File: src/rtl/swm_pkg.sv
`default_nettype none

package swm_pkg;

	// Width of the window size register
	localparam int unsigned CFG_BITS = 7;

	// Per-cycle command broadcast to every deque cell
	typedef struct packed {
		logic shift;   // pop the front entry: take the right neighbor's contents
		logic commit;  // finish the item: drop dominated entries, append sample
		logic clear;   // restart: treat the whole deque as empty
	} swm_ctrl_t;

endpackage

`default_nettype wire

File: src/rtl/swm_cell.sv
`default_nettype none

module swm_cell #(
	parameter int unsigned SAMPLE_BITS = 16,
	parameter int unsigned POS_BITS = 7
) (
	input  logic                          clk,
	input  logic                          arst_n,
	input  swm_pkg::swm_ctrl_t            ctrl,
	input  logic signed [SAMPLE_BITS-1:0] sample,
	input  logic [POS_BITS-1:0]           sample_pos,
	input  logic                          right_valid,
	input  logic signed [SAMPLE_BITS-1:0] right_value,
	input  logic [POS_BITS-1:0]           right_pos,
	input  logic                          left_kept,
	output logic                          valid,
	output logic signed [SAMPLE_BITS-1:0] value,
	output logic [POS_BITS-1:0]           position,
	output logic                          kept,
	output logic signed [SAMPLE_BITS-1:0] next_value
);

	logic                          valid_q;
	logic signed [SAMPLE_BITS-1:0] value_q;
	logic [POS_BITS-1:0]           pos_q;

	logic                          view_valid;
	logic signed [SAMPLE_BITS-1:0] view_value;
	logic [POS_BITS-1:0]           view_pos;
	logic                          append;
	logic                          next_valid;
	logic [POS_BITS-1:0]           next_pos;

	// Select own or neighbor contents depending on a front pop
	always_comb begin
		if (ctrl.shift) begin
			view_valid = right_valid;
			view_value = right_value;
			view_pos   = right_pos;
		end else begin
			view_valid = valid_q;
			view_value = value_q;
			view_pos   = pos_q;
		end
		if (ctrl.clear) begin
			view_valid = 1'b0;
		end
	end

	// Keep entries greater than the sample; append in the first free slot
	assign kept   = view_valid & (view_value > sample);
	assign append = ~kept & left_kept;

	always_comb begin
		if (ctrl.commit) begin
			next_valid = kept | append;
			next_value = append ? sample : view_value;
			next_pos   = append ? sample_pos : view_pos;
		end else begin
			next_valid = view_valid;
			next_value = view_value;
			next_pos   = view_pos;
		end
	end

	// Clear valid bit under reset
	always_ff @(posedge clk or negedge arst_n) begin
		if (!arst_n) begin
			valid_q <= 1'b0;
		end else if (ctrl.shift || ctrl.commit) begin
			valid_q <= next_valid;
		end
	end

	// Advance payload
	always_ff @(posedge clk) begin
		if (ctrl.shift || ctrl.commit) begin
			value_q <= next_value;
			pos_q   <= next_pos;
		end
	end

	assign valid    = valid_q;
	assign value    = value_q;
	assign position = pos_q;

endmodule

`default_nettype wire

File: src/rtl/sliding_window_maximum_unit.sv
`default_nettype none

// Channel   Dir  Handshake          Payload
// s_*       in   s_tvalid/s_tready  s_tdata: sample; s_tuser: restart
// m_*       out  m_tvalid/m_tready  m_tdata: window_max
// window_*  in   window_size_we     window_size_wdata: window size (1..WINDOW_MAX)
//
// One sample is finished per cycle when at most one front entry ages out and the
// output is not stalled. Each further front entry that has aged out (only after the
// window size shrinks) is first popped in a step that shifts the chain by one place.
// Reset empties the deque, zeroes position and fill count, window size is 1.
// A stalled output holds its item; one more sample may wait in the input stage.

module sliding_window_maximum_unit #(
	parameter int unsigned WINDOW_MAX = 64,
	parameter int unsigned SAMPLE_BITS = 16,
	localparam int unsigned DATA_BITS = ((SAMPLE_BITS + 7) / 8) * 8
) (
	input  logic                          clk,
	input  logic                          arst_n,
	input  logic                          s_tvalid,
	output logic                          s_tready,
	input  logic [DATA_BITS-1:0]          s_tdata,  // [SAMPLE_BITS-1:0] sample
	input  logic                          s_tuser,  // [0] restart
	output logic                          m_tvalid,
	input  logic                          m_tready,
	output logic [DATA_BITS-1:0]          m_tdata,  // [SAMPLE_BITS-1:0] window_max
	input  logic                          window_size_we,
	input  logic [swm_pkg::CFG_BITS-1:0]  window_size_wdata
);

	localparam int unsigned POS_MOD = 2 * WINDOW_MAX;
	localparam int unsigned PW = $clog2(POS_MOD);
	localparam int unsigned KW = $clog2(WINDOW_MAX + 1);

	logic [swm_pkg::CFG_BITS-1:0]  window_size_q;
	logic                          hold_v_q;
	logic signed [SAMPLE_BITS-1:0] hold_sample_q;
	logic                          hold_restart_q;
	logic [PW-1:0]                 pc_q;
	logic [KW-1:0]                 fill_q;
	logic                          m_tvalid_q;
	logic signed [SAMPLE_BITS-1:0] m_data_q;

	logic [KW-1:0]                 k_eff;
	logic [PW:0]                   age0;
	logic [PW:0]                   age1;
	logic                          aged0;
	logic                          aged1;
	logic                          out_ok;
	logic                          finish;
	logic                          step_fin;
	logic                          step_pop;
	logic [PW-1:0]                 pc_base;
	logic [PW-1:0]                 pc_next;
	logic [PW-1:0]                 append_pos;
	logic [KW-1:0]                 fill_base;
	logic [KW-1:0]                 fill_next;
	logic                          emit;
	swm_pkg::swm_ctrl_t            ctrl;

	logic                          cell_valid [WINDOW_MAX+1];
	logic signed [SAMPLE_BITS-1:0] cell_value [WINDOW_MAX+1];
	logic [PW-1:0]                 cell_pos   [WINDOW_MAX+1];
	logic                          cell_kept  [WINDOW_MAX+1];
	logic signed [SAMPLE_BITS-1:0] cell_next  [WINDOW_MAX];

	// Age of an entry, modulo the position range
	function automatic logic [PW:0] age_of(input logic [PW-1:0] pc, input logic [PW-1:0] pos);
		logic [PW:0] a;
		if (pc >= pos) begin
			a = {1'b0, pc} - {1'b0, pos};
		end else begin
			a = {1'b0, pc} + (PW+1)'(POS_MOD) - {1'b0, pos};
		end
		return a;
	endfunction

	// Clamp window size to 1..WINDOW_MAX
	always_comb begin
		if (window_size_q == '0) begin
			k_eff = KW'(1);
		end else if (32'(window_size_q) > WINDOW_MAX) begin
			k_eff = KW'(WINDOW_MAX);
		end else begin
			k_eff = KW'(window_size_q);
		end
	end

	// Check the two front entries for aging
	assign age0  = age_of(pc_q, cell_pos[0]);
	assign age1  = age_of(pc_q, cell_pos[1]);
	assign aged0 = cell_valid[0] & (age0 >= (PW+1)'(k_eff));
	assign aged1 = cell_valid[1] & (age1 >= (PW+1)'(k_eff));

	// Sequence the held item: pop extra aged entries, then finish
	assign out_ok   = ~m_tvalid_q | m_tready;
	assign finish   = hold_restart_q | ~(aged0 & aged1);
	assign step_fin = hold_v_q & finish & out_ok;
	assign step_pop = hold_v_q & ~finish;

	assign ctrl.shift  = (step_fin | step_pop) & aged0 & ~hold_restart_q;
	assign ctrl.commit = step_fin;
	assign ctrl.clear  = step_fin & hold_restart_q;

	assign s_tready = ~hold_v_q | step_fin;

	// Advance position and fill count
	assign pc_base    = hold_restart_q ? '0 : pc_q;
	assign append_pos = pc_base;
	assign pc_next    = (pc_base == PW'(POS_MOD - 1)) ? '0 : pc_base + PW'(1);
	assign fill_base  = hold_restart_q ? '0 : fill_q;
	assign fill_next  = (fill_base == KW'(WINDOW_MAX)) ? fill_base : fill_base + KW'(1);
	assign emit       = fill_next >= k_eff;

	// Tie off both ends of the chain
	assign cell_valid[WINDOW_MAX] = 1'b0;
	assign cell_value[WINDOW_MAX] = '0;
	assign cell_pos[WINDOW_MAX]   = '0;
	assign cell_kept[0]           = 1'b1;

	for (genvar i = 0; i < WINDOW_MAX; i++) begin : g_cell
		swm_cell #(
			.SAMPLE_BITS (SAMPLE_BITS),
			.POS_BITS    (PW)
		) u_cell (
			.clk         (clk),
			.arst_n      (arst_n),
			.ctrl        (ctrl),
			.sample      (hold_sample_q),
			.sample_pos  (append_pos),
			.right_valid (cell_valid[i+1]),
			.right_value (cell_value[i+1]),
			.right_pos   (cell_pos[i+1]),
			.left_kept   (cell_kept[i]),
			.valid       (cell_valid[i]),
			.value       (cell_value[i]),
			.position    (cell_pos[i]),
			.kept        (cell_kept[i+1]),
			.next_value  (cell_next[i])
		);
	end

	// Control registers
	always_ff @(posedge clk or negedge arst_n) begin
		if (!arst_n) begin
			window_size_q <= swm_pkg::CFG_BITS'(1);
			hold_v_q      <= 1'b0;
			pc_q          <= '0;
			fill_q        <= '0;
			m_tvalid_q    <= 1'b0;
		end else begin
			if (window_size_we) begin
				window_size_q <= window_size_wdata;
			end
			if (s_tvalid && s_tready) begin
				hold_v_q <= 1'b1;
			end else if (step_fin) begin
				hold_v_q <= 1'b0;
			end
			if (step_fin) begin
				pc_q   <= pc_next;
				fill_q <= fill_next;
			end
			if (step_fin && emit) begin
				m_tvalid_q <= 1'b1;
			end else if (m_tready) begin
				m_tvalid_q <= 1'b0;
			end
		end
	end

	// Hold input item and result payload
	always_ff @(posedge clk) begin
		if (s_tvalid && s_tready) begin
			hold_sample_q  <= s_tdata[SAMPLE_BITS-1:0];
			hold_restart_q <= s_tuser;
		end
		if (step_fin && emit) begin
			m_data_q <= cell_next[0];
		end
	end

	assign m_tvalid = m_tvalid_q;
	assign m_tdata  = DATA_BITS'($unsigned(m_data_q));

endmodule

`default_nettype wire

File: config.mk
export PLATFORM = sky130hd
export DESIGN_NAME = sliding_window_maximum_unit
export DESIGN_NICKNAME = d
export VERILOG_FILES = /design/src/rtl/swm_pkg.sv /design/src/rtl/swm_cell.sv /design/src/rtl/sliding_window_maximum_unit.sv
export SDC_FILE = /design/constraint.sdc
export NUM_CORES = 2
export LEC_CHECK = 0
export BUFFER_PORTS_ARGS = -buffer_cell sky130_fd_sc_hd__buf_4
export CAP_MARGIN = 20
export CORE_ASPECT_RATIO = 1.1
export CORE_MARGIN = 8
export CORE_UTILIZATION = 55
export CTS_CLUSTER_DIAMETER = 120
export DETAILED_ROUTE_END_ITERATION = 10
export PLACE_DENSITY = 0.71
export SLEW_MARGIN = 10
export SYNTH_ARGS = -nofsm -noshare
export SYNTH_HDL_FRONTEND = slang
export SYNTH_SLANG_ARGS = --single-unit
File: constraint.sdc
create_clock -name clk -period 36.7 [get_ports clk]
set_clock_uncertainty 0.05 [all_clocks]
set_input_delay 5.505 -clock clk [delete_from_list [all_inputs] [get_ports clk]]
set_output_delay 5.505 -clock clk [all_outputs]
set_load 0.01 [all_outputs]
After elaboration in Yosys (flattened, before gate mapping) --
Index checks and enable logic that the tools add are counted.
Storage, ports and cells: register bits after elaboration 1592, output and inout port bits 18, logic and storage cells 1144
Operators by class: add/sub/neg operators 7, $lt $le $gt $ge 70, equal/unequal tests 2, muxes and demuxes 588, bitwise operators 271, reduce and logical (&&, ||, !) cells 6
Operators with widths (count):
- $mux W16 | 192
- $mux W7 | 198
- $gt A16 B16 Y1 | 64
- $mux W1 | 196
- $and A1 B1 Y1 | 136
- $not A1 Y1 | 68
- $or A1 B1 Y1 | 67
- $ge A7 B7 Y1 | 3
- $ge A8 B7 Y1 | 2
- $mux W8 | 2
- $sub A7 B7 Y8 | 2
- $sub A8 B7 Y8 | 2
- $add A7 B1 Y7 const B | 2
- $eq A7 B7 Y1 const B | 2
- $add A7 B8 Y8 const B | 1
- $gt A7 B7 Y1 const B | 1
- $logic_not A7 Y1 | 1
- $reduce_bool A2 Y1 | 2
- $logic_and A1 B1 Y1 | 2
- $logic_or A1 B1 Y1 | 1

Longest topological paths before layout --
word-level depth 20, mapped depth 36, gate-level depth less buffers 27

Hierarchy --
A second synthesis with hierarchy kept.
Unflattened totals: cell total of the unflattened synthesis 25780, area, all modules 208009.5 sq um
Modules (own cells, without submodules):
- swm_cell at g_cell[12].u_cell ... | times used 46, cells each 398, area an instance 3204.3 sq um, sequential area each 715.7 sq um
- swm_cell at g_cell[47].u_cell ... | times used 9, cells each 399, area an instance 3176.8 sq um, sequential area each 715.7 sq um
- swm_cell at g_cell[0].u_cell ... | times used 7, cells each 399, area an instance 3164.3 sq um, sequential area each 715.7 sq um
- sliding_window_maximum_unit | times used 1, cells each 292, area an instance 3359.5 sq um, sequential area each 1567.8 sq um
- swm_cell at g_cell[11].u_cell | times used 1, cells each 398, area an instance 3301.9 sq um, sequential area each 715.7 sq um
- swm_cell at g_cell[55].u_cell | times used 1, cells each 398, area an instance 3208.1 sq um, sequential area each 715.7 sq um

Least setup slack after synthesis --
No wires, ideal clock.
kind input-to-reg, from input port m_tready, to register g_cell[0].u_cell.pos_q[0] (enable), setup time 1.795 ns, arrival time 35.151 ns, path slack -0.296 ns, stages 9, path buffers 5, path through nor2b_1 -> a211oi_4 -> buf_4 -> buf_2 -> buf_2 -> nor2_1 -> clkbuf_1 -> buf_1 -> inv_1
Between the ends: cells in the longest elaborated chain, start to end 6
Ends and longest elaborated chain:
- from (decl) | RTL line sliding_window_maximum_unit.sv:26 | input logic m_tready,
- $or A1 B1 Y1 (*) | RTL line sliding_window_maximum_unit.sv:97 | assign out_ok = ~m_tvalid_q | m_tready;
- $and A1 B1 Y1 (*) | RTL line sliding_window_maximum_unit.sv:99 | assign step_fin = hold_v_q & finish & out_ok;
- $or A1 B1 Y1 | RTL line sliding_window_maximum_unit.sv:102 | assign ctrl.shift = (step_fin | step_pop) & aged0 & ~hold_restart_q;
- $and A1 B1 Y1 (2 in series) | RTL line sliding_window_maximum_unit.sv:102
- $logic_or A1 B1 Y1 (*) | RTL line swm_cell.sv:77 | if (ctrl.shift || ctrl.commit) begin
- to (signal assigned) | RTL line swm_cell.sv:79 | pos_q <= next_pos;
- to (decl) | RTL line swm_cell.sv:25 | logic [POS_BITS-1:0] pos_q;
Every way passes the cells marked *; elsewhere a longest branch is shown, timed or not. A chain may end at the register's enable or synchronous reset.

==> impl_metrics.yaml <==
logic_synthesis:
  synth-seq-cells: 1592
  async_flop_share: 0.05465
  yosysTopAreaCellShare: 0.4136
  synth-main-ff-cell: "edfxtp_1"
  avgSynthCellArea_um2: 10.40
  syn-num-nets: 11600
  synthDistinctLibCells: 100
  post-synth-top-count-cell: "nand2_1"
  netlist_top_cells_area: "edfxtp_1 (41%), ha_1 (12%), nand2_1 (11%), mux2_2 (9.5%), mux2i_1 (9.3%)"
  synth_edf_count: 1505
  yosys_warnings: 0
  syn-cell-area_mm2: 0.1093
  synth.yosys.seq_area_share: 0.4335
  yosys-top-cells-count: "nand2_1 (3,120), edfxtp_1 (1,505), ha_1 (1,062)"
  postSynthCellCount: 10510
  yosysTopAreaCell: "edfxtp_1"
global_routing:
  met2_usage: 0.4791
  grt.busiest_layer: "met2"
  grt_antenna_before_repair: 7
  grt-ovfl-total: 0
  grt_pass1_vias: 83550
  met1_usage: 0.3789
  grt_max_degree: 189
  grt_use_total: 0.2951
  grtUsageMet3: 0.04864
  grt_pass1_wl_mm: 495.0
routing:
  avgRoutedWirePerCell_um: 24.97
  drcViolationCount: 0
  vias: 83570
  wirelength_mm: 325.9
  first_pass_iters: 6
  ant_nets: 0
  vias_per_cell: 6.403
  drtIter0Drc: 8505
setup_path:
  critical_path_class: "in -> reg"
  arrival_ns: 13.81
  cp_max_fo: 77
  end_kind: "flop"
  rr_startpoint: "pc_q[0]$_DFFE_PN0N_"
  worstRegToRegCells: 32
  r2r_slack_ns: 25.38
  worstSetupStartpointType: "input port"
  critPathRequiredTime_ns: 37.23
  regToRegEndpoint: "g_cell[55].u_cell.value[11]$_DFFE_PP_"
clock_tree:
  clk_latency_ns: 0.85
  cts_setup_buffers: 0
  clock_sinks: 1592
  path_clk_slew_ns: 0.06
  cts_hold_buf: 0
  cts_buffers: 174
  cts_resized: 0
  clk_root_buffer_cell: "clkbuf_16"
  cts_tree: "yes"
  cts.path.max_buffers: 3
  htreeDepth: 4
sta:
  fin_ws_ns: 23.41
  hold_violations: 0
  tns_ns: 0
  fin_crit_sh: 0.3620
  rsz0062_at_grt: "no"
  slew_viol_final: 0
  setup_violations: 0
  max-slew-margin-rel: 0.1698
  fmax_mhz: 75.27
  worst_pin_slew_ns: 1.245
  min_period_ns: 13.29
floorplanning:
  die_y_um: 483.5
  io_pins: 47
  die_x_um: 441.0
  die_area_mm2: 0.2132
  core_mm2: 0.1975
  row_count: 171
  initial_core_util: 0.5534
placed_design:
  place_ws_ns: 22.67
  placement.io_buffers: 46
  hpwl_mm: 206.3
  gp_congestion: 0.8883
layout:
  layout-drive-gt1-share: 0.1481
  area_delta_synth_final_pct: 7.603
  final_nets: 11400
job:
  drv_cap: 0
hold_path:
  hold-path-endpoint: "window_size_q[2]$_DFFE_PN0P_"
  min-delay-start: "window_size_q[2]$_DFFE_PN0P_"
  hold_depth: 1
  hp-class: "reg -> reg"
outcome:
  status: "finished, final reports clean"
## per-layer routing
layer / vias to the layer above / part of all wire / wire length [um]
met1: 40800 / 0.39 / 127500
met2: 3823 / 0.47 / 151800
met5: - / 0.000064 / 21
met4: 4 / 0.060 / 19400
li1: 37930 / - / -
met3: 1012 / 0.083 / 27160
## worst max-delay path, cell delays in order
cell and delay [ns]:
buf_4 0.11, nor2b_1 0.30, a211o_4 0.76, buf_4 0.79, buf_4 0.71, buf_4 0.74
buf_4 0.89, buf_4 0.82, nand2_1 0.16, nand2_1 0.13, ha_1 0.26, and4_1 0.20
a221o_1 0.35, a21oi_1 0.17, o21ai_0 0.15, o311ai_0 0.12, o21ai_0 0.19, and3_1 0.26
nand2_1 0.26, buf_4 0.37, mux2_2 0.39
## state kept, by name, summed over array words and instances, names as in the netlist
signal and cells:
m_tvalid 1, hold_sample_q 16, g_cell.u_cell.valid 64, m_tdata 16, window_size_q 7, pc_q 7, hold_v_q 1, fill_q 7
g_cell.u_cell.position 448, hold_restart_q 1, g_cell.u_cell.value 1024
## cells by family (layout without fill, tap and decap cells)
group                      count (synthesis)  in the layout  share of synthesized area
adders and majority gates               1064           1064                     0.1220
buffers and inverters                    709            654                    0.03055
and+or+nand+nor                         4078           4078                     0.1583
AOI/OAI and AO/OA                       1068           1068                    0.06174
xor gates and xnor gates                  18             18                   0.001443
DFF                                     1592           1592                     0.4335
muxes                                   1976           1976                     0.1925
other                                      0              5                          0
## final cells by class
class	instances	area (um^2)
fillers	16260	79890
multi-input cells	8204	58740
inverters	96	404.1
clock inverters	86	904.6
clock buffers	238	4797
flip-flops and latches	1592	47370
well taps	2595	3247
diodes	5	12.51
repair buffers	234	2110
## cell usage in the layout (no fill, tap or decap), drive strengths merged, types with 25 or more instances in the layout
cell type,n
a211oi,60
a21o,87
a21oi,369
a31oi,32
and3,29
buf,234
clkbuf,238
clkinv,65
dfrtp,86
edfxtp,1505
ha,1062
inv,99
mux2,959
mux2i,1017
nand2,3121
nand2b,39
nand3,173
nand3b,26
nand4,154
nor2,230
nor2b,55
nor3,105
nor4,30
o211ai,48
o21ai,246
o2bb2ai,25
## how the worst max path moves through the flow
stage               startpoint                                     end  slack [ns]  cells past startpoint
floorplan             m_tready  g_cell[0].u_cell.position[0]$_DFFE_PP_        6.73                      9
global placement      m_tready    g_cell[60].u_cell.value[1]$_DFFE_PP_       22.53                     19
detailed placement    m_tready   g_cell[59].u_cell.value[15]$_DFFE_PP_       22.67                     18
CTS                   m_tready   g_cell[59].u_cell.value[15]$_DFFE_PP_       23.57                     18
global route          m_tready    g_cell[55].u_cell.value[9]$_DFFE_PP_       22.97                     21
finish                m_tready   g_cell[55].u_cell.value[11]$_DFFE_PP_       23.41                     21
## per-stage QoR
step           hold slack [ns]  std cells  cell area (um^2)    util
2_1_floorplan           0.4206      10510            109300       -
3_3_place_gp            0.4536      12700            111500  0.5647
3_5_place_dp            0.4716      12720            111800  0.5660
4_1_cts                 0.4821      13040            117500  0.5949
5_1_grt                 0.5159      13050            117600  0.5954
6_report                0.4867      13050            117600  0.5955
Power is not shown: default switching activity piles up to over one toggle a cycle in this logic, so the estimate is an artifact.
